===== config.mk =====
export PLATFORM = sky130hd
export DESIGN_NAME = gas_sensor_ppm_converter_flat
export DESIGN_NICKNAME = d
export VERILOG_FILES = /design/src/rtl/core/gspc_pkg.sv /design/src/rtl/core/gspc_in_if.sv /design/src/rtl/core/gspc_out_if.sv /design/src/rtl/core/gas_sensor_ppm_converter.sv /design/src/rtl/core/gspc_front.sv /design/src/rtl/core/gspc_div.sv /design/src/rtl/core/gspc_back.sv /design/src/flat_wrapper.sv
export SDC_FILE = /design/constraint.sdc
export NUM_CORES = 2
export LEC_CHECK = 0
export BUFFER_PORTS_ARGS = -buffer_cell sky130_fd_sc_hd__buf_2
export CAP_MARGIN = 20
export CORE_ASPECT_RATIO = 1.75
export CORE_MARGIN = 2
export CORE_UTILIZATION = 50
export CTS_BUF_LIST = sky130_fd_sc_hd__clkbuf_8
export CTS_CLUSTER_DIAMETER = 120
export CTS_CLUSTER_SIZE = 20
export DETAILED_ROUTE_END_ITERATION = 6
export GPL_TIMING_DRIVEN = 1
export HOLD_SLACK_MARGIN = 0.1
export PLACE_DENSITY = 0.66
export RECOVER_POWER = 100
export SYNTH_ARGS = -nofsm -noshare
export SYNTH_HDL_FRONTEND = slang
export SYNTH_SLANG_ARGS = --single-unit

===== constraint.sdc =====
create_clock -name i_clk -period 12.7 [get_ports i_clk]
set_input_delay 0.635 -clock i_clk [delete_from_list [all_inputs] [get_ports i_clk]]
set_output_delay 0.635 -clock i_clk [all_outputs]
set_load 0.03 [all_outputs]

===== src/rtl/core/gspc_pkg.sv =====
// shared types, constants and tables of the gas sensor ppm converter
// no dependencies; imported by the interfaces and the core modules
package gspc_pkg;

    // field widths
    localparam int ADC_W   = 12;
    localparam int RES_W   = 24;
    localparam int CURVE_W = 48;
    localparam int CFG_W   = 48;
    localparam int SPAN_W  = 17;

    // shared divider geometry
    localparam int DVD_W  = 44;
    localparam int DVS_W  = 24;
    localparam int DIT_W  = 6;

    localparam logic [RES_W-1:0] SAT24 = 24'hFF_FFFF;

    // register indexes
    localparam logic [2:0] CFG_LOAD_RES  = 3'd0;
    localparam logic [2:0] CFG_AIR_FAC   = 3'd1;
    localparam logic [2:0] CFG_CAL_CNT   = 3'd2;
    localparam logic [2:0] CFG_READ_CNT  = 3'd3;
    localparam logic [2:0] CFG_LPG_CURVE = 3'd4;
    localparam logic [2:0] CFG_CO_CURVE  = 3'd5;
    localparam logic [2:0] CFG_SMK_CURVE = 3'd6;

    // item kinds and status codes
    localparam logic       KIND_CAL  = 1'b0;
    localparam logic       KIND_MEAS = 1'b1;
    localparam logic [1:0] ST_OK     = 2'd0;
    localparam logic [1:0] ST_NOCAL  = 2'd1;
    localparam logic [1:0] ST_ZERO   = 2'd2;

    // 2^(2^-k) in Q30 for k = 1..8
    localparam logic [30:0] POW2_TAB [8] = '{
        31'd1518500250, 31'd1276901417, 31'd1170923762, 31'd1121280436,
        31'd1097253708, 31'd1085434106, 31'd1079572136, 31'd1076653033
    };
    localparam logic [30:0] ONE_Q30 = 31'd1073741824;
    localparam logic [30:0] LN2_Q30 = 31'd744261118;

    typedef struct packed {
        logic [15:0]        load_res;
        logic [15:0]        air_fac;
        logic [6:0]         cal_cnt;
        logic [6:0]         read_cnt;
        logic [CURVE_W-1:0] lpg;
        logic [CURVE_W-1:0] co;
        logic [CURVE_W-1:0] smoke;
    } t_cfg;

    // classified sample waiting in the queue
    typedef struct packed {
        logic              req_type;
        logic [ADC_W-1:0]  adc;
        logic              is_zero;
        logic              over_fs;
        logic [SPAN_W-1:0] span;
    } t_item;

    typedef struct packed {
        logic  valid;
        t_item item;
    } t_qout;

    typedef struct packed {
        logic             start;
        logic [DVD_W-1:0] dividend;
        logic [DVS_W-1:0] divisor;
    } t_div_req;

    typedef struct packed {
        logic             done;
        logic [DVD_W-1:0] quotient;
    } t_div_rsp;

    typedef enum logic [4:0] {
        B_IDLE, B_RS_MUL, B_RS_DIV, B_RS_WAIT, B_ACC, B_AVG, B_AVG_WAIT,
        B_RO_DIV, B_RO_WAIT, B_RATIO_DIV, B_RATIO_WAIT, B_NORM,
        B_SQ_MUL, B_SQ_UPD, B_L10_MUL, B_L10_UPD, B_CV_START, B_CV_WAIT,
        B_EXP_MUL, B_EXP_UPD, B_POW_MUL, B_POW_UPD, B_POW_FIN, B_CV_NEXT,
        B_EMIT
    } t_bstate;

    // factor for fraction bit k of the base-2 exponent, Q30
    function automatic logic [30:0] pow2_fac(input logic [4:0] k);
        logic [30:0] f;
        if (k <= 5'd8 && k != 5'd0) begin
            f = POW2_TAB[3'(k - 5'd1)];
        end else begin
            f = ONE_Q30 + (LN2_Q30 >> k);
        end
        return f;
    endfunction

endpackage


===== src/rtl/core/gspc_in_if.sv =====
// sample channel of the gas sensor ppm converter
// depends on gspc_pkg
interface gspc_in_if;
    import gspc_pkg::*;

    logic             valid;
    logic             ready;
    logic             req_type;
    logic [ADC_W-1:0] adc_sample;

    modport source (output valid, req_type, adc_sample, input ready);
    modport sink   (input valid, req_type, adc_sample, output ready);
endinterface


===== src/rtl/core/gspc_out_if.sv =====
// result channel of the gas sensor ppm converter
// depends on gspc_pkg
interface gspc_out_if;
    import gspc_pkg::*;

    logic             valid;
    logic             ready;
    logic             result_kind;
    logic [RES_W-1:0] ro_kohm_q8;
    logic [RES_W-1:0] lpg_ppm;
    logic [RES_W-1:0] co_ppm;
    logic [RES_W-1:0] smoke_ppm;
    logic [1:0]       status;

    modport source (output valid, result_kind, ro_kohm_q8, lpg_ppm, co_ppm,
                    smoke_ppm, status, input ready);
    modport sink   (input valid, result_kind, ro_kohm_q8, lpg_ppm, co_ppm,
                    smoke_ppm, status, output ready);
endinterface


===== src/rtl/core/gas_sensor_ppm_converter.sv =====
// Gas sensor ppm converter. Samples enter through i_item and are queued two
// deep, so up to two samples are taken while a run is being finished. Each
// sample's resistance is formed by the shared 44-step divider unless it is zero
// or at full scale. The last sample of a calibration run adds the average and
// Ro divisions; the last sample of a measurement run adds the average division
// and, once calibrated, the ratio division, normalization, 16 squaring steps,
// and per curve up to one division and up to 16 power steps on the shared
// multiplier. A result waits in the output register until taken. Registers
// must be written through i_cfg_* while the block is idle; it is not enforced.
// depends on gspc_pkg, gspc_in_if, gspc_out_if, gspc_front, gspc_div, gspc_back
module gas_sensor_ppm_converter #(
    parameter int ADC_FULL_SCALE  = 4096,
    parameter int MAX_RUN_SAMPLES = 64
) (
    input  logic                       i_clk,
    input  logic                       i_rst_n,
    gspc_in_if.sink                    i_item,
    gspc_out_if.source                 o_result,
    input  logic                       i_cfg_wr_en,
    input  logic [2:0]                 i_cfg_index,
    input  logic [gspc_pkg::CFG_W-1:0] i_cfg_wdata
);
    import gspc_pkg::*;

    t_cfg     r_cfg;
    t_qout    q_out;
    logic     pop;
    t_div_req div_req;
    t_div_rsp div_rsp;

    // configuration registers
    always_ff @(posedge i_clk) begin
        if (!i_rst_n) begin
            r_cfg.load_res <= 16'd2560;
            r_cfg.air_fac  <= 16'd2509;
            r_cfg.cal_cnt  <= 7'd50;
            r_cfg.read_cnt <= 7'd5;
            r_cfg.lpg      <= '0;
            r_cfg.co       <= '0;
            r_cfg.smoke    <= '0;
        end else if (i_cfg_wr_en) begin
            unique case (i_cfg_index)
                CFG_LOAD_RES:  r_cfg.load_res <= i_cfg_wdata[15:0];
                CFG_AIR_FAC:   r_cfg.air_fac  <= i_cfg_wdata[15:0];
                CFG_CAL_CNT:   r_cfg.cal_cnt  <= i_cfg_wdata[6:0];
                CFG_READ_CNT:  r_cfg.read_cnt <= i_cfg_wdata[6:0];
                CFG_LPG_CURVE: r_cfg.lpg      <= i_cfg_wdata;
                CFG_CO_CURVE:  r_cfg.co       <= i_cfg_wdata;
                CFG_SMK_CURVE: r_cfg.smoke    <= i_cfg_wdata;
                default: begin
                end
            endcase
        end
    end

    gspc_front #(
        .ADC_FULL_SCALE (ADC_FULL_SCALE)
    ) u_front (
        .i_clk   (i_clk),
        .i_rst_n (i_rst_n),
        .i_item  (i_item),
        .i_pop   (pop),
        .o_q     (q_out)
    );

    gspc_div u_div (
        .i_clk   (i_clk),
        .i_rst_n (i_rst_n),
        .i_req   (div_req),
        .o_rsp   (div_rsp)
    );

    gspc_back #(
        .MAX_RUN_SAMPLES (MAX_RUN_SAMPLES)
    ) u_back (
        .i_clk    (i_clk),
        .i_rst_n  (i_rst_n),
        .i_cfg    (r_cfg),
        .i_q      (q_out),
        .o_pop    (pop),
        .o_div    (div_req),
        .i_div    (div_rsp),
        .o_result (o_result)
    );
endmodule


===== src/rtl/core/gspc_front.sv =====
// front end: accepts samples, classifies them and queues them for the back end
// depends on gspc_pkg and gspc_in_if
module gspc_front #(
    parameter int ADC_FULL_SCALE = 4096
) (
    input  logic                i_clk,
    input  logic                i_rst_n,
    gspc_in_if.sink             i_item,
    input  logic                i_pop,
    output gspc_pkg::t_qout     o_q
);
    import gspc_pkg::*;

    localparam logic [SPAN_W-1:0] FS = SPAN_W'(ADC_FULL_SCALE);

    t_item       r_mem [2];
    logic        r_wp, r_rp;
    logic [1:0]  r_cnt;
    logic        push;
    t_item       cls;

    // classify the incoming sample
    always_comb begin
        cls.req_type = i_item.req_type;
        cls.adc      = i_item.adc_sample;
        cls.is_zero  = (i_item.adc_sample == '0);
        cls.over_fs  = (SPAN_W'(i_item.adc_sample) >= FS);
        cls.span     = FS - SPAN_W'(i_item.adc_sample);
    end

    assign i_item.ready = (r_cnt != 2'd2);
    assign push         = i_item.valid && i_item.ready;
    assign o_q.valid    = (r_cnt != 2'd0);
    assign o_q.item     = r_mem[r_rp];

    // two-entry queue storage
    always_ff @(posedge i_clk) begin
        if (push) begin
            r_mem[r_wp] <= cls;
        end
    end

    // queue pointers
    always_ff @(posedge i_clk) begin
        if (!i_rst_n) begin
            r_wp  <= 1'b0;
            r_rp  <= 1'b0;
            r_cnt <= 2'd0;
        end else begin
            if (push) begin
                r_wp <= ~r_wp;
            end
            if (i_pop) begin
                r_rp <= ~r_rp;
            end
            r_cnt <= r_cnt + 2'(push) - 2'(i_pop);
        end
    end
endmodule


===== src/rtl/core/gspc_div.sv =====
// shared restoring divider, one quotient bit per cycle
// depends on gspc_pkg
module gspc_div (
    input  logic                i_clk,
    input  logic                i_rst_n,
    input  gspc_pkg::t_div_req  i_req,
    output gspc_pkg::t_div_rsp  o_rsp
);
    import gspc_pkg::*;

    logic [DVD_W-1:0] r_q;
    logic [DVS_W:0]   r_rem;
    logic [DVS_W-1:0] r_dvs;
    logic [DIT_W-1:0] r_i;
    logic             r_busy, r_done;
    logic [DVS_W:0]   rem_sh;
    logic             ge;

    assign rem_sh = {r_rem[DVS_W-1:0], r_q[DVD_W-1]};
    assign ge     = (rem_sh >= {1'b0, r_dvs});

    assign o_rsp.done     = r_done;
    assign o_rsp.quotient = r_q;

    // operand and partial remainder
    always_ff @(posedge i_clk) begin
        if (i_req.start) begin
            r_q   <= i_req.dividend;
            r_dvs <= i_req.divisor;
            r_rem <= '0;
        end else if (r_busy) begin
            r_rem <= ge ? (rem_sh - {1'b0, r_dvs}) : rem_sh;
            r_q   <= {r_q[DVD_W-2:0], ge};
        end
    end

    // iteration control
    always_ff @(posedge i_clk) begin
        if (!i_rst_n) begin
            r_busy <= 1'b0;
            r_done <= 1'b0;
            r_i    <= '0;
        end else begin
            r_done <= 1'b0;
            if (i_req.start) begin
                r_busy <= 1'b1;
                r_i    <= '0;
            end else if (r_busy) begin
                r_i <= r_i + 1'b1;
                if (r_i == DIT_W'(DVD_W - 1)) begin
                    r_busy <= 1'b0;
                    r_done <= 1'b1;
                end
            end
        end
    end
endmodule


===== src/rtl/core/gspc_back.sv =====
// back end: run accumulation, calibration, log and power evaluation
// depends on gspc_pkg and gspc_out_if; drives the shared divider gspc_div through its ports
module gspc_back #(
    parameter int MAX_RUN_SAMPLES = 64
) (
    input  logic                i_clk,
    input  logic                i_rst_n,
    input  gspc_pkg::t_cfg      i_cfg,
    input  gspc_pkg::t_qout     i_q,
    output logic                o_pop,
    output gspc_pkg::t_div_req  o_div,
    input  gspc_pkg::t_div_rsp  i_div,
    gspc_out_if.source          o_result
);
    import gspc_pkg::*;

    localparam int CW = $clog2(MAX_RUN_SAMPLES + 1);
    localparam int TW = (CW > 7) ? CW : 7;
    localparam logic [TW-1:0] MAX_T = TW'(MAX_RUN_SAMPLES);
    localparam logic signed [53:0] T_SAT = 54'sd1572864;

    t_bstate r_state, n_state;

    // run state
    logic              r_run_kind, r_zs, r_cal;
    logic [31:0]       r_sum;
    logic [CW-1:0]     r_cnt;
    logic [RES_W-1:0]  r_ro;

    // per item and per run working registers
    logic              r_kind;
    logic [ADC_W-1:0]  r_adc;
    logic [SPAN_W-1:0] r_span;
    logic [RES_W-1:0]  r_rs;
    logic [31:0]       r_avg;
    logic [DVD_W-1:0]  r_norm;
    logic [5:0]        r_p;
    logic [31:0]       r_m;
    logic [15:0]       r_frac;
    logic [3:0]        r_sq_i;
    logic signed [17:0] r_lg;
    logic [1:0]        r_ci;
    logic              r_neg;
    logic signed [31:0] r_e;
    logic [4:0]        r_ip;
    logic [15:0]       r_f;
    logic [31:0]       r_acc;
    logic [4:0]        r_k;
    logic [RES_W-1:0]  r_ppm [3];
    logic [1:0]        r_status;
    logic signed [65:0] r_prod;

    // output register
    logic              r_out_valid, r_o_kind;
    logic [RES_W-1:0]  r_o_ro, r_o_lpg, r_o_co, r_o_smk;
    logic [1:0]        r_o_status;

    // combinational helpers
    logic signed [32:0] mul_a, mul_b;
    logic [CW-1:0]      cnt_inc;
    logic [6:0]         cnt_cfg;
    logic [TW-1:0]      tgt;
    logic [32:0]        sum_ext;
    logic [CURVE_W-1:0] curve;
    logic signed [15:0] cv_x, cv_y, cv_slope;
    logic signed [18:0] d;
    logic [18:0]        d_mag;
    logic [15:0]        s_mag;
    logic [6:0]         pm12;
    logic [22:0]        l2;
    logic [32:0]        sq;
    logic signed [53:0] t_val;
    logic [54:0]        acc_sh;
    logic [24:0]        v25;
    logic [15:0]        fac_eff;
    logic [DVD_W-1:0]   q;
    logic               out_free;

    assign q        = i_div.quotient;
    assign out_free = !r_out_valid || o_result.ready;

    // run length target with clamping
    always_comb begin
        cnt_inc = r_cnt + 1'b1;
        cnt_cfg = r_kind ? i_cfg.read_cnt : i_cfg.cal_cnt;
        if (cnt_cfg == '0) begin
            tgt = TW'(1);
        end else if (TW'(cnt_cfg) > MAX_T) begin
            tgt = MAX_T;
        end else begin
            tgt = TW'(cnt_cfg);
        end
        sum_ext = {1'b0, r_sum} + 33'(r_rs);
        fac_eff = (i_cfg.air_fac == '0) ? 16'd1 : i_cfg.air_fac;
    end

    // curve fields and exponent terms
    always_comb begin
        unique case (r_ci)
            2'd0:    curve = i_cfg.lpg;
            2'd1:    curve = i_cfg.co;
            default: curve = i_cfg.smoke;
        endcase
        cv_x     = $signed(curve[15:0]);
        cv_y     = $signed(curve[31:16]);
        cv_slope = $signed(curve[47:32]);
        d        = 19'(r_lg) - 19'(cv_y);
        d_mag    = d[18] ? 19'(-d) : 19'(d);
        s_mag    = cv_slope[15] ? 16'(-cv_slope) : 16'(cv_slope);
        pm12     = 7'({1'b0, r_p}) - 7'd12;
        l2       = {pm12, r_frac};
        sq       = r_prod[63:31];
        t_val    = r_prod[65:12];
        acc_sh   = 55'(r_acc) << r_ip;
        v25      = acc_sh[54:30];
    end

    // shared multiplier, product registered
    always_comb begin
        mul_a = '0;
        mul_b = '0;
        unique case (r_state)
            B_RS_MUL: begin
                mul_a = $signed(33'(i_cfg.load_res));
                mul_b = $signed(33'(r_span));
            end
            B_SQ_MUL: begin
                mul_a = $signed(33'(r_m));
                mul_b = $signed(33'(r_m));
            end
            B_L10_MUL: begin
                mul_a = 33'($signed(l2));
                mul_b = 33'sd19728;
            end
            B_EXP_MUL: begin
                mul_a = 33'(r_e);
                mul_b = 33'sd217706;
            end
            B_POW_MUL: begin
                mul_a = $signed(33'(r_acc));
                mul_b = $signed(33'(pow2_fac(r_k)));
            end
            default: begin
                mul_a = '0;
                mul_b = '0;
            end
        endcase
    end

    always_ff @(posedge i_clk) begin
        r_prod <= mul_a * mul_b;
    end

    // state register
    always_ff @(posedge i_clk) begin
        if (!i_rst_n) begin
            r_state <= B_IDLE;
        end else begin
            r_state <= n_state;
        end
    end

    // next state, queue pop and divider requests
    always_comb begin
        n_state        = r_state;
        o_pop          = 1'b0;
        o_div.start    = 1'b0;
        o_div.dividend = '0;
        o_div.divisor  = '0;
        unique case (r_state)
            B_IDLE: begin
                if (i_q.valid) begin
                    o_pop = 1'b1;
                    if (i_q.item.is_zero || i_q.item.over_fs) begin
                        n_state = B_ACC;
                    end else begin
                        n_state = B_RS_MUL;
                    end
                end
            end
            B_RS_MUL: n_state = B_RS_DIV;
            B_RS_DIV: begin
                o_div.start    = 1'b1;
                o_div.dividend = DVD_W'(r_prod[32:0]);
                o_div.divisor  = DVS_W'(r_adc);
                n_state        = B_RS_WAIT;
            end
            B_RS_WAIT: if (i_div.done) n_state = B_ACC;
            B_ACC: begin
                n_state = (TW'(cnt_inc) >= tgt) ? B_AVG : B_IDLE;
            end
            B_AVG: begin
                o_div.start    = 1'b1;
                o_div.dividend = DVD_W'(r_sum);
                o_div.divisor  = DVS_W'(r_cnt);
                n_state        = B_AVG_WAIT;
            end
            B_AVG_WAIT: begin
                if (i_div.done) begin
                    if (r_kind == KIND_CAL) begin
                        n_state = B_RO_DIV;
                    end else if (!r_cal || r_ro == '0) begin
                        n_state = B_EMIT;
                    end else begin
                        n_state = B_RATIO_DIV;
                    end
                end
            end
            B_RO_DIV: begin
                o_div.start    = 1'b1;
                o_div.dividend = DVD_W'({r_avg, 8'd0});
                o_div.divisor  = DVS_W'(fac_eff);
                n_state        = B_RO_WAIT;
            end
            B_RO_WAIT: if (i_div.done) n_state = B_EMIT;
            B_RATIO_DIV: begin
                o_div.start    = 1'b1;
                o_div.dividend = {r_avg, 12'd0};
                o_div.divisor  = r_ro;
                n_state        = B_RATIO_WAIT;
            end
            B_RATIO_WAIT: if (i_div.done) n_state = B_NORM;
            B_NORM: if (r_norm[DVD_W-1]) n_state = B_SQ_MUL;
            B_SQ_MUL: n_state = B_SQ_UPD;
            B_SQ_UPD: n_state = (r_sq_i == 4'd15) ? B_L10_MUL : B_SQ_MUL;
            B_L10_MUL: n_state = B_L10_UPD;
            B_L10_UPD: n_state = B_CV_START;
            B_CV_START: begin
                if (cv_slope == '0) begin
                    n_state = B_CV_NEXT;
                end else begin
                    o_div.start    = 1'b1;
                    o_div.dividend = DVD_W'({d_mag, 12'd0});
                    o_div.divisor  = DVS_W'(s_mag);
                    n_state        = B_CV_WAIT;
                end
            end
            B_CV_WAIT: if (i_div.done) n_state = B_EXP_MUL;
            B_EXP_MUL: n_state = B_EXP_UPD;
            B_EXP_UPD: begin
                if (t_val[53] || t_val >= T_SAT) begin
                    n_state = B_CV_NEXT;
                end else begin
                    n_state = B_POW_MUL;
                end
            end
            B_POW_MUL: n_state = B_POW_UPD;
            B_POW_UPD: n_state = (r_k == 5'd16) ? B_POW_FIN : B_POW_MUL;
            B_POW_FIN: n_state = B_CV_NEXT;
            B_CV_NEXT: n_state = (r_ci == 2'd2) ? B_EMIT : B_CV_START;
            B_EMIT: if (out_free) n_state = B_IDLE;
            default: n_state = B_IDLE;
        endcase
    end

    // run state, working registers and result register
    always_ff @(posedge i_clk) begin
        if (!i_rst_n) begin
            r_run_kind  <= KIND_CAL;
            r_sum       <= '0;
            r_cnt       <= '0;
            r_zs        <= 1'b0;
            r_ro        <= '0;
            r_cal       <= 1'b0;
            r_out_valid <= 1'b0;
        end else begin
            if (r_out_valid && o_result.ready) begin
                r_out_valid <= 1'b0;
            end
            unique case (r_state)
                B_IDLE: begin
                    if (i_q.valid) begin
                        r_kind <= i_q.item.req_type;
                        r_adc  <= i_q.item.adc;
                        r_span <= i_q.item.span;
                        if (i_q.item.req_type != r_run_kind) begin
                            r_run_kind <= i_q.item.req_type;
                            r_sum      <= '0;
                            r_cnt      <= '0;
                            r_zs       <= 1'b0;
                        end
                        if (i_q.item.is_zero) begin
                            r_rs <= SAT24;
                            r_zs <= 1'b1;
                        end else if (i_q.item.over_fs) begin
                            r_rs <= '0;
                        end
                    end
                end
                B_RS_WAIT: begin
                    if (i_div.done) begin
                        r_rs <= (q > DVD_W'(SAT24)) ? SAT24 : q[RES_W-1:0];
                    end
                end
                B_ACC: begin
                    r_sum <= sum_ext[32] ? 32'hFFFF_FFFF : sum_ext[31:0];
                    r_cnt <= cnt_inc;
                end
                B_AVG_WAIT: begin
                    if (i_div.done) begin
                        r_avg    <= q[31:0];
                        r_ppm[0] <= '0;
                        r_ppm[1] <= '0;
                        r_ppm[2] <= '0;
                        r_status <= ST_NOCAL;
                    end
                end
                B_RO_WAIT: begin
                    if (i_div.done) begin
                        if (q > DVD_W'(SAT24)) begin
                            r_ro  <= SAT24;
                            r_cal <= 1'b1;
                        end else begin
                            r_ro  <= q[RES_W-1:0];
                            r_cal <= (q != '0);
                        end
                        r_status <= r_zs ? ST_ZERO : ST_OK;
                    end
                end
                B_RATIO_WAIT: begin
                    if (i_div.done) begin
                        r_norm <= (q == '0) ? DVD_W'(1) : q;
                        r_p    <= 6'(DVD_W - 1);
                    end
                end
                B_NORM: begin
                    if (r_norm[DVD_W-1]) begin
                        r_m    <= r_norm[DVD_W-1 -: 32];
                        r_frac <= '0;
                        r_sq_i <= '0;
                    end else begin
                        r_norm <= {r_norm[DVD_W-2:0], 1'b0};
                        r_p    <= r_p - 1'b1;
                    end
                end
                B_SQ_UPD: begin
                    r_frac <= {r_frac[14:0], sq[32]};
                    r_m    <= sq[32] ? sq[32:1] : sq[31:0];
                    r_sq_i <= r_sq_i + 1'b1;
                end
                B_L10_UPD: begin
                    r_lg <= r_prod[37:20];
                    r_ci <= '0;
                end
                B_CV_START: begin
                    r_neg <= d[18] ^ cv_slope[15];
                    if (cv_slope == '0) begin
                        r_ppm[r_ci] <= '0;
                    end
                end
                B_CV_WAIT: begin
                    if (i_div.done) begin
                        r_e <= (r_neg ? -$signed(q[31:0]) : $signed(q[31:0]))
                               + 32'(cv_x);
                    end
                end
                B_EXP_UPD: begin
                    if (t_val[53]) begin
                        r_ppm[r_ci] <= '0;
                    end else if (t_val >= T_SAT) begin
                        r_ppm[r_ci] <= SAT24;
                    end else begin
                        r_ip  <= t_val[20:16];
                        r_f   <= t_val[15:0];
                        r_acc <= 32'(ONE_Q30);
                        r_k   <= 5'd1;
                    end
                end
                B_POW_UPD: begin
                    if (r_f[4'(5'd16 - r_k)]) begin
                        r_acc <= r_prod[61:30];
                    end
                    r_k <= r_k + 1'b1;
                end
                B_POW_FIN: begin
                    r_ppm[r_ci] <= (v25 > 25'(SAT24)) ? SAT24 : v25[RES_W-1:0];
                end
                B_CV_NEXT: begin
                    if (r_ci == 2'd2) begin
                        r_status <= r_zs ? ST_ZERO : ST_OK;
                    end else begin
                        r_ci <= r_ci + 1'b1;
                    end
                end
                B_EMIT: begin
                    if (out_free) begin
                        r_out_valid <= 1'b1;
                        r_o_kind    <= r_kind;
                        r_o_ro      <= r_ro;
                        r_o_lpg     <= r_ppm[0];
                        r_o_co      <= r_ppm[1];
                        r_o_smk     <= r_ppm[2];
                        r_o_status  <= r_status;
                        r_sum       <= '0;
                        r_cnt       <= '0;
                        r_zs        <= 1'b0;
                    end
                end
                default: begin
                end
            endcase
        end
    end

    assign o_result.valid       = r_out_valid;
    assign o_result.result_kind = r_o_kind;
    assign o_result.ro_kohm_q8  = r_o_ro;
    assign o_result.lpg_ppm     = r_o_lpg;
    assign o_result.co_ppm      = r_o_co;
    assign o_result.smoke_ppm   = r_o_smk;
    assign o_result.status      = r_o_status;
endmodule


===== src/flat_wrapper.sv =====
// flat-port wrapper written by rule: the top's interface ports become plain ports
module gas_sensor_ppm_converter_flat import gspc_pkg::*;
#(
    parameter int ADC_FULL_SCALE  = 4096,
    parameter int MAX_RUN_SAMPLES = 64
)
  (i_clk, i_rst_n, i_cfg_wr_en, i_cfg_index, i_cfg_wdata, i_item_valid, i_item_req_type, i_item_adc_sample, i_item_ready, o_result_valid, o_result_result_kind, o_result_ro_kohm_q8, o_result_lpg_ppm, o_result_co_ppm, o_result_smoke_ppm, o_result_status, o_result_ready);
  gspc_in_if i_item_i ();
  gspc_out_if o_result_i ();
  input  logic i_clk;
  input  logic i_rst_n;
  input  logic i_cfg_wr_en;
  input  logic [2:0] i_cfg_index;
  input  logic [gspc_pkg::CFG_W-1:0] i_cfg_wdata;
  input wire logic [$bits(i_item_i.valid)-1:0] i_item_valid;
  input wire logic [$bits(i_item_i.req_type)-1:0] i_item_req_type;
  input wire logic [$bits(i_item_i.adc_sample)-1:0] i_item_adc_sample;
  output wire logic [$bits(i_item_i.ready)-1:0] i_item_ready;
  output wire logic [$bits(o_result_i.valid)-1:0] o_result_valid;
  output wire logic [$bits(o_result_i.result_kind)-1:0] o_result_result_kind;
  output wire logic [$bits(o_result_i.ro_kohm_q8)-1:0] o_result_ro_kohm_q8;
  output wire logic [$bits(o_result_i.lpg_ppm)-1:0] o_result_lpg_ppm;
  output wire logic [$bits(o_result_i.co_ppm)-1:0] o_result_co_ppm;
  output wire logic [$bits(o_result_i.smoke_ppm)-1:0] o_result_smoke_ppm;
  output wire logic [$bits(o_result_i.status)-1:0] o_result_status;
  input wire logic [$bits(o_result_i.ready)-1:0] o_result_ready;
  assign i_item_i.valid = i_item_valid;
  assign i_item_i.req_type = i_item_req_type;
  assign i_item_i.adc_sample = i_item_adc_sample;
  assign i_item_ready = i_item_i.ready;
  assign o_result_valid = o_result_i.valid;
  assign o_result_result_kind = o_result_i.result_kind;
  assign o_result_ro_kohm_q8 = o_result_i.ro_kohm_q8;
  assign o_result_lpg_ppm = o_result_i.lpg_ppm;
  assign o_result_co_ppm = o_result_i.co_ppm;
  assign o_result_smoke_ppm = o_result_i.smoke_ppm;
  assign o_result_status = o_result_i.status;
  assign o_result_i.ready = o_result_ready;
  gas_sensor_ppm_converter #(.ADC_FULL_SCALE(ADC_FULL_SCALE), .MAX_RUN_SAMPLES(MAX_RUN_SAMPLES)) u_core (.i_clk(i_clk), .i_rst_n(i_rst_n), .i_item(i_item_i), .o_result(o_result_i), .i_cfg_wr_en(i_cfg_wr_en), .i_cfg_index(i_cfg_index), .i_cfg_wdata(i_cfg_wdata));
endmodule

# Word level (Yosys, flattened, before mapping)

Memories as Yosys holds them, arrays and structs flattened. A register that Yosys moved wholly into a read port is not among the register bits.
Index checks and enable logic that the tools add are counted.

Flip-flop bits (word level): 760
Bits in latches: 0
RAM bits: 134
Bits in read-only memories: 248
Input port bits: 69
Memories kept: 3

Memories:

| memory               | words | bits a word | rd ports | clocked after Yosys merged registers in | write ports | RTL line         | source |
|---|---|---|---|---|---|---|---|
| (name not given)     | 8     | 31          | 1        | 0                                       | 0           | gspc_pkg.sv:90   | `f = POW2_TAB[3'(k - 5'd1)];` |
| u_core.u_back.r_ppm  | 3     | 24          | 3        | 3                                       | 3           | gspc_back.sv:49  | `logic [RES_W-1:0] r_ppm [3];` |
| u_core.u_front.r_mem | 2     | 31          | 1        | 1                                       | 1           | gspc_front.sv:16 | `t_item r_mem [2];` |

Add/sub/neg operators: 20
Multipliers: 1
Divide/modulo/power cells: 0
$lt $le $gt $ge: 9
Equal/unequal tests: 54
Shifts and indexed selects: 2
Mux-type cells: 127
Bitwise gates (word level): 11
Reductions and logical operators: 60

Operators by type and width:

| operator                                                            | number |
|---|---|
| one-hot mux 69 bit (5 select lines)                                 | 1 |
| two-way mux 32 bit                                                  | 10 |
| two-way mux 24 bit                                                  | 11 |
| two-way mux 44 bit                                                  | 5 |
| one-hot mux 33 bit (5 select lines)                                 | 1 |
| one-hot mux 32 bit (5 select lines)                                 | 1 |
| one-hot mux 32 bit (2 select lines)                                 | 2 |
| one-hot mux 5 bit (25 select lines)                                 | 1 |
| one-hot mux 32 bit (3 select lines)                                 | 1 |
| one-hot mux 48 bit (2 select lines)                                 | 1 |
| two-way mux 31 bit                                                  | 3 |
| one-hot mux 44 bit (2 select lines)                                 | 1 |
| two-way mux 69 bit                                                  | 1 |
| multiplier 33 x 33 -> 66 bit                                        | 1 |
| two-way mux 5 bit                                                   | 12 |
| << shifter 32 x 5 -> 55 bit                                         | 1 |
| greater-or-equal comparator 54 x 22 -> 1 bit, second input constant | 1 |
| equality test 5 bit, second input constant                          | 10 |
| two-way mux 16 bit                                                  | 3 |
| one-hot mux 24 bit (2 select lines)                                 | 1 |
| > comparator 44 x 24 -> 1 bit, second input constant                | 1 |
| logical NOT 44 bit                                                  | 1 |
| nonzero test 44 bit                                                 | 1 |
| two-way mux 7 bit                                                   | 6 |
| other kinds (84)                                                    | 207 |

# Longest topological paths before layout

Depth in word-level cells: 12
Depth in mapped cells: 40
Mapped depth without buffers: 36

# Modules after synthesis

Synthesis repeated with hierarchy kept, for this count alone.

Cells, all modules: 8,615
Area total of the unflattened synthesis: 84,116.9 um^2

Modules (own cells, without submodules):

| module                   | times used | cells an instance | area an instance (um^2) | seq. area each (um^2) |
|---|---|---|---|---|
| gspc_back                | 1          | 7,313             | 69,420.3                | 16,936.2 |
| gas_sensor_ppm_converter | 1          | 686               | 7,005.5                 | 3,803.6 |
| gspc_div                 | 1          | 471               | 5,312.6                 | 2,682.6 |
| gspc_front               | 1          | 145               | 2,378.5                 | 1,661.6 |

# Worst setup path before layout

No wires, ideal clock.

Path type: register to register
Start point: register u_core.u_back.r_k[0]
End point: register u_core.u_back.r_prod[65]
Arrival time: 9,564 ps
Data required time: 12,579 ps
Slack: 3,015 ps
Stages on the path, launching flop included: 38
Buffers on the path: 5
Clock period less this slack: 9,685 ps
Path through: edfxtp_1 -> clkbuf_1 -> inv_1 -> ha_1 -> nand2_1 -> nor2_1 -> nor3_1 -> buf_2 -> buf_2 -> o21ai_0 -> a21oi_1 -> clkbuf_1 -> nor2_1 -> fa_1 -> fa_1 -> fa_1 -> inv_1 -> fa_1 -> [2 not listed] -> inv_1 -> fa_1 -> inv_1 -> fa_1 -> inv_1 -> fa_1 -> inv_1 -> ha_1 -> clkbuf_1 -> nand2_1 -> a21o_1 -> a2111oi_0 -> o41ai_1 -> a21oi_1 -> o31ai_1 -> o31ai_1 -> a41oi_1 -> xnor2_1

Word-level cells in the longest chain between the ends: 8

Ends and longest elaborated chain:

| what                                                 | RTL line         | source |
|---|---|---|
| from (decl)                                          | gspc_back.sv:48  | `logic [4:0] r_k;` |
| from (signal assigned)                               | gspc_back.sv:373 | `r_k <= r_k + 1'b1;` |
| branches (longest 5 deep; another with adder 31 bit) | -                |  |
| two-way mux 31 bit *                                 | gspc_pkg.sv:89   | `if (k <= 5'd8 && k != 5'd0) begin` |
| one-hot mux 32 bit (5 select lines) *                | gspc_back.sv:122 | `unique case (r_state)` |
| multiplier 33 x 33 -> 66 bit *                       | gspc_back.sv:151 | `r_prod <= mul_a * mul_b;` |
| to (signal assigned)                                 | gspc_back.sv:151 |  |
| to (decl)                                            | gspc_back.sv:51  | `logic signed [65:0] r_prod;` |

Every way passes the cells marked *. The select of a mux whose other input is x is not followed.
A chain may end at the register's enable or synchronous reset.

# Final worst setup path

Same ends and word-level chain as after synthesis.

==> flow_summary.ini <==
[status]
status = finished, violations left
violations = capacitance limit, slew limit

[yosys]
yosysSeqAreaShare_pct = 29.8
synth_edf_count = 587
syn_inst = 8779
synth_top_area_share_pct = 26.7
async_flop_share_pct = 0
synth_warnings = 0
netlist_top_cells_area = fa_1, edfxtp_1, dfxtp_1
ys_types = 99
ys_seq_elements = 952
synth.largest_area_cell = fa_1
synth-main-ff-cell = edfxtp_1
yosysMostFrequentCell = nand2_1
synth_area_um2 = 83800
synthTopCellsByCount = nand2_1, inv_1, fa_1
postSynthAreaPerCell_um2 = 9.54

[clock_tree]
cts_buffer_depth = 3
ctsHoldBuffers = 39
clkTransAtPathRegs_ns = 0.14
cts_resized = 0
cts_sinks = 952
cts_tree = yes
cts_setup_buffers = 0
htree_levels = 2
cts_buffers = 53
cts_root_buf = clkbuf_8
clkLatencyLatePin_ns = 0.84

[floorplanning]
die_y_um = 545
die_x_um = 313
initial_core_util_pct = 50.4
row_count = 198
ioPinCount = 170
core_area_um2 = 166000
fp.dieArea_um2 = 171000

[route]
drtIter0Drc = 5424
drc_errors = 0
dr.pass1.iters = 7
routed_wirelength_um = 308000
ant_nets = 0
drt-vias-per-instance = 5.97
vias = 66300
wl_per_cell_um = 27.8

[sta]
finalSetupTns_ns = 0
rsz0062_at_grt = false
maxSlewHeadroom_pct = -164
maxSlewViolCount = 1213
hold_viol = 0
clock_skew_ns = 0.0969
tightest_slew_ns = 3.96
fin_crit_sh_pct = 93.8
finalCriticalPeriod_ns = 11.91
fmax_mhz = 83.9
final-setup-viol-count = 0

[global_route]
grt_max_degree = 86
grt_pass1_wl_um = 452000
met3_usage_pct = 5.12
antenna_found_initial = 17
grt-ovfl-total = 0
use_met1_pct = 36.8
track_usage_pct = 36.3
met2_usage_pct = 62.6
top_usage_layer = met2
grt_pass1_vias = 69100

[setup_path]
worst_setup_path_end_kind = flop
worst-setup-path-type = reg -> reg
cp_max_fo = 15
critPathMostFrequentCell = fa_1
cp_top_family = adder cells
cpPeakStageDelay_ns = 0.92
cp_slowest_cell = o41ai_1
critPathRequiredTime_ns = 13.40
worstSetupStartpointType = flop
cp.arrival_ns = 12.61
cp_num_buf_inv = 7

[final_layout]
nets = 10300
instances_no_fill = 11100
final_core_util_pct = 53.6
drive_above_1_share_pct = 5.25
synthToLayoutAreaGrowth_pct = 6.32

[placement]
placedCellCount = 10900
dp.final_hpwl_um = 244000
place.gp.congestion = 1.01
numPortBuffers = 169

[power]
ir_drop_v = 0.000370
power_leakage_nw = 38.2
p_per_area_nw_per_um2 = 159
power_w = 0.0142

[min_path]
hp-class = in -> reg

[job]
drv_cap = 28
## layer usage
| layer | wire [um] | share of wire (%) |
|---|---|---|
| met2 | 153000 | 50 |
| met4 | 39800 | 13 |
| met1 | 96100 | 31 |
| met3 | 19500 | 6.3 |
| met5 | 57 | 0.018 |
## logic make-up (layout without fill, tap and decap cells)
| logic type | Yosys count | in the layout | share of synthesized area (%) |
|---|---|---|---|
| buffers and inverters | 1678 | 1742 | 7.56 |
| multiplexers | 162 | 162 | 2.27 |
| AND/OR/NAND/NOR | 2838 | 2838 | 14.7 |
| adder cells (fa/ha/maj) | 1434 | 1434 | 31.4 |
| other | 2 | 53 | 0.00897 |
| AO/OA/AOI/OAI | 1483 | 1483 | 11.9 |
| flip-flops | 952 | 952 | 29.8 |
| XOR/XNOR | 230 | 230 | 2.41 |
## layout make-up
class,count,area (um2)
inverters,1184,4440
repair buffers,458,2840
clock buffers,53,729
flip-flops and latches,952,24900
fillers,15100,77200
diodes,13,32.5
well taps,2200,2750
multi-input cells,6187,53100
clock inverters,47,206
## worst reg2reg max path: cells and delay by family (launching register included)
family                     cells  cell delay [ns]
and+or+nand+nor                5             1.32
AOI/OAI and AO/OA             10             3.58
xor gates and xnor gates       1             0.09
adders and majority gates     10             4.54
buffers and inverters          7             1.83
DFF                            1             0.41
## worst paths after layout
path | startpoint | endpoint | slack [ns] | depth (start not counted)
max reg2reg | u_core.u_back.r_k[0] | u_core.u_back.r_prod[65] | 0.79 | 33
min reg2reg | u_core.u_back.r_ppm[1][12] | o_result_co_ppm[12] | 0.41 | 0
max | u_core.u_back.r_k[0] | u_core.u_back.r_prod[65] | 0.79 | 33
min | i_cfg_wdata[13] | u_core.r_cfg[171] | 0.16 | 3
## layout by cell type, fill, tap and decap left out, drive strengths merged, types with 45 or more instances in the layout
cell type / instances
nand2: 1239
inv: 1228
fa: 1115
nor2: 901
edfxtp: 587
dfxtp: 365
o21ai: 320
ha: 319
a21oi: 312
buf: 240
clkbuf: 232
a21boi: 209
xnor2: 163
and2: 139
nand3: 137
mux2i: 99
nor3: 94
a21o: 86
a22oi: 77
xor2: 67
o21a: 62
a22o: 58
nand2b: 51
nor2b: 47
mux2: 45
## through the flow
step / instance area, um2 / worst slack [ns] / hold slack [ns]
final: 89000 / 0.786 / 0.158
after global routing: 89000 / 0.294 / 0.134
after CTS: 89400 / 1.19 / 0.105
after detailed placement: 88100 / 1.26 / 0.405
after global placement: 88000 / 1.10 / 0.402
after floorplan: 83900 / 3.01 / 0.400
## state kept, by name, summed over array words and instances (netlist names), 32 cells and up, named ones only
| name | flops |
|---|---|
| u_core.u_back.r_prod | 66 |
| u_core.u_front.r_mem | 52 |
| u_core.u_back.r_e | 32 |
| u_core.u_back.r_sum | 32 |
| u_core.r_cfg | 190 |
| u_core.u_back.r_avg | 32 |
| u_core.u_back.r_m | 32 |
| u_core.u_div.r_q | 44 |
| u_core.u_back.r_ppm | 72 |
| u_core.u_back.r_acc | 32 |
| u_core.u_back.r_norm | 44 |
## report_power, final
| group | total, W | leakage [nW] | internal [W] | switching (W) |
|---|---|---|---|---|
| Sequential | 0.00419 | 8.45 | 0.00379 | 0.000394 |
| Clock | 0.00142 | 0.632 | 0.000402 | 0.00102 |
| Combinational | 0.00855 | 29.1 | 0.00325 | 0.00530 |
| Total | 0.0142 | 38.2 | 0.00745 | 0.00671 |
Note: power is estimated with default switching activity, not from simulation.
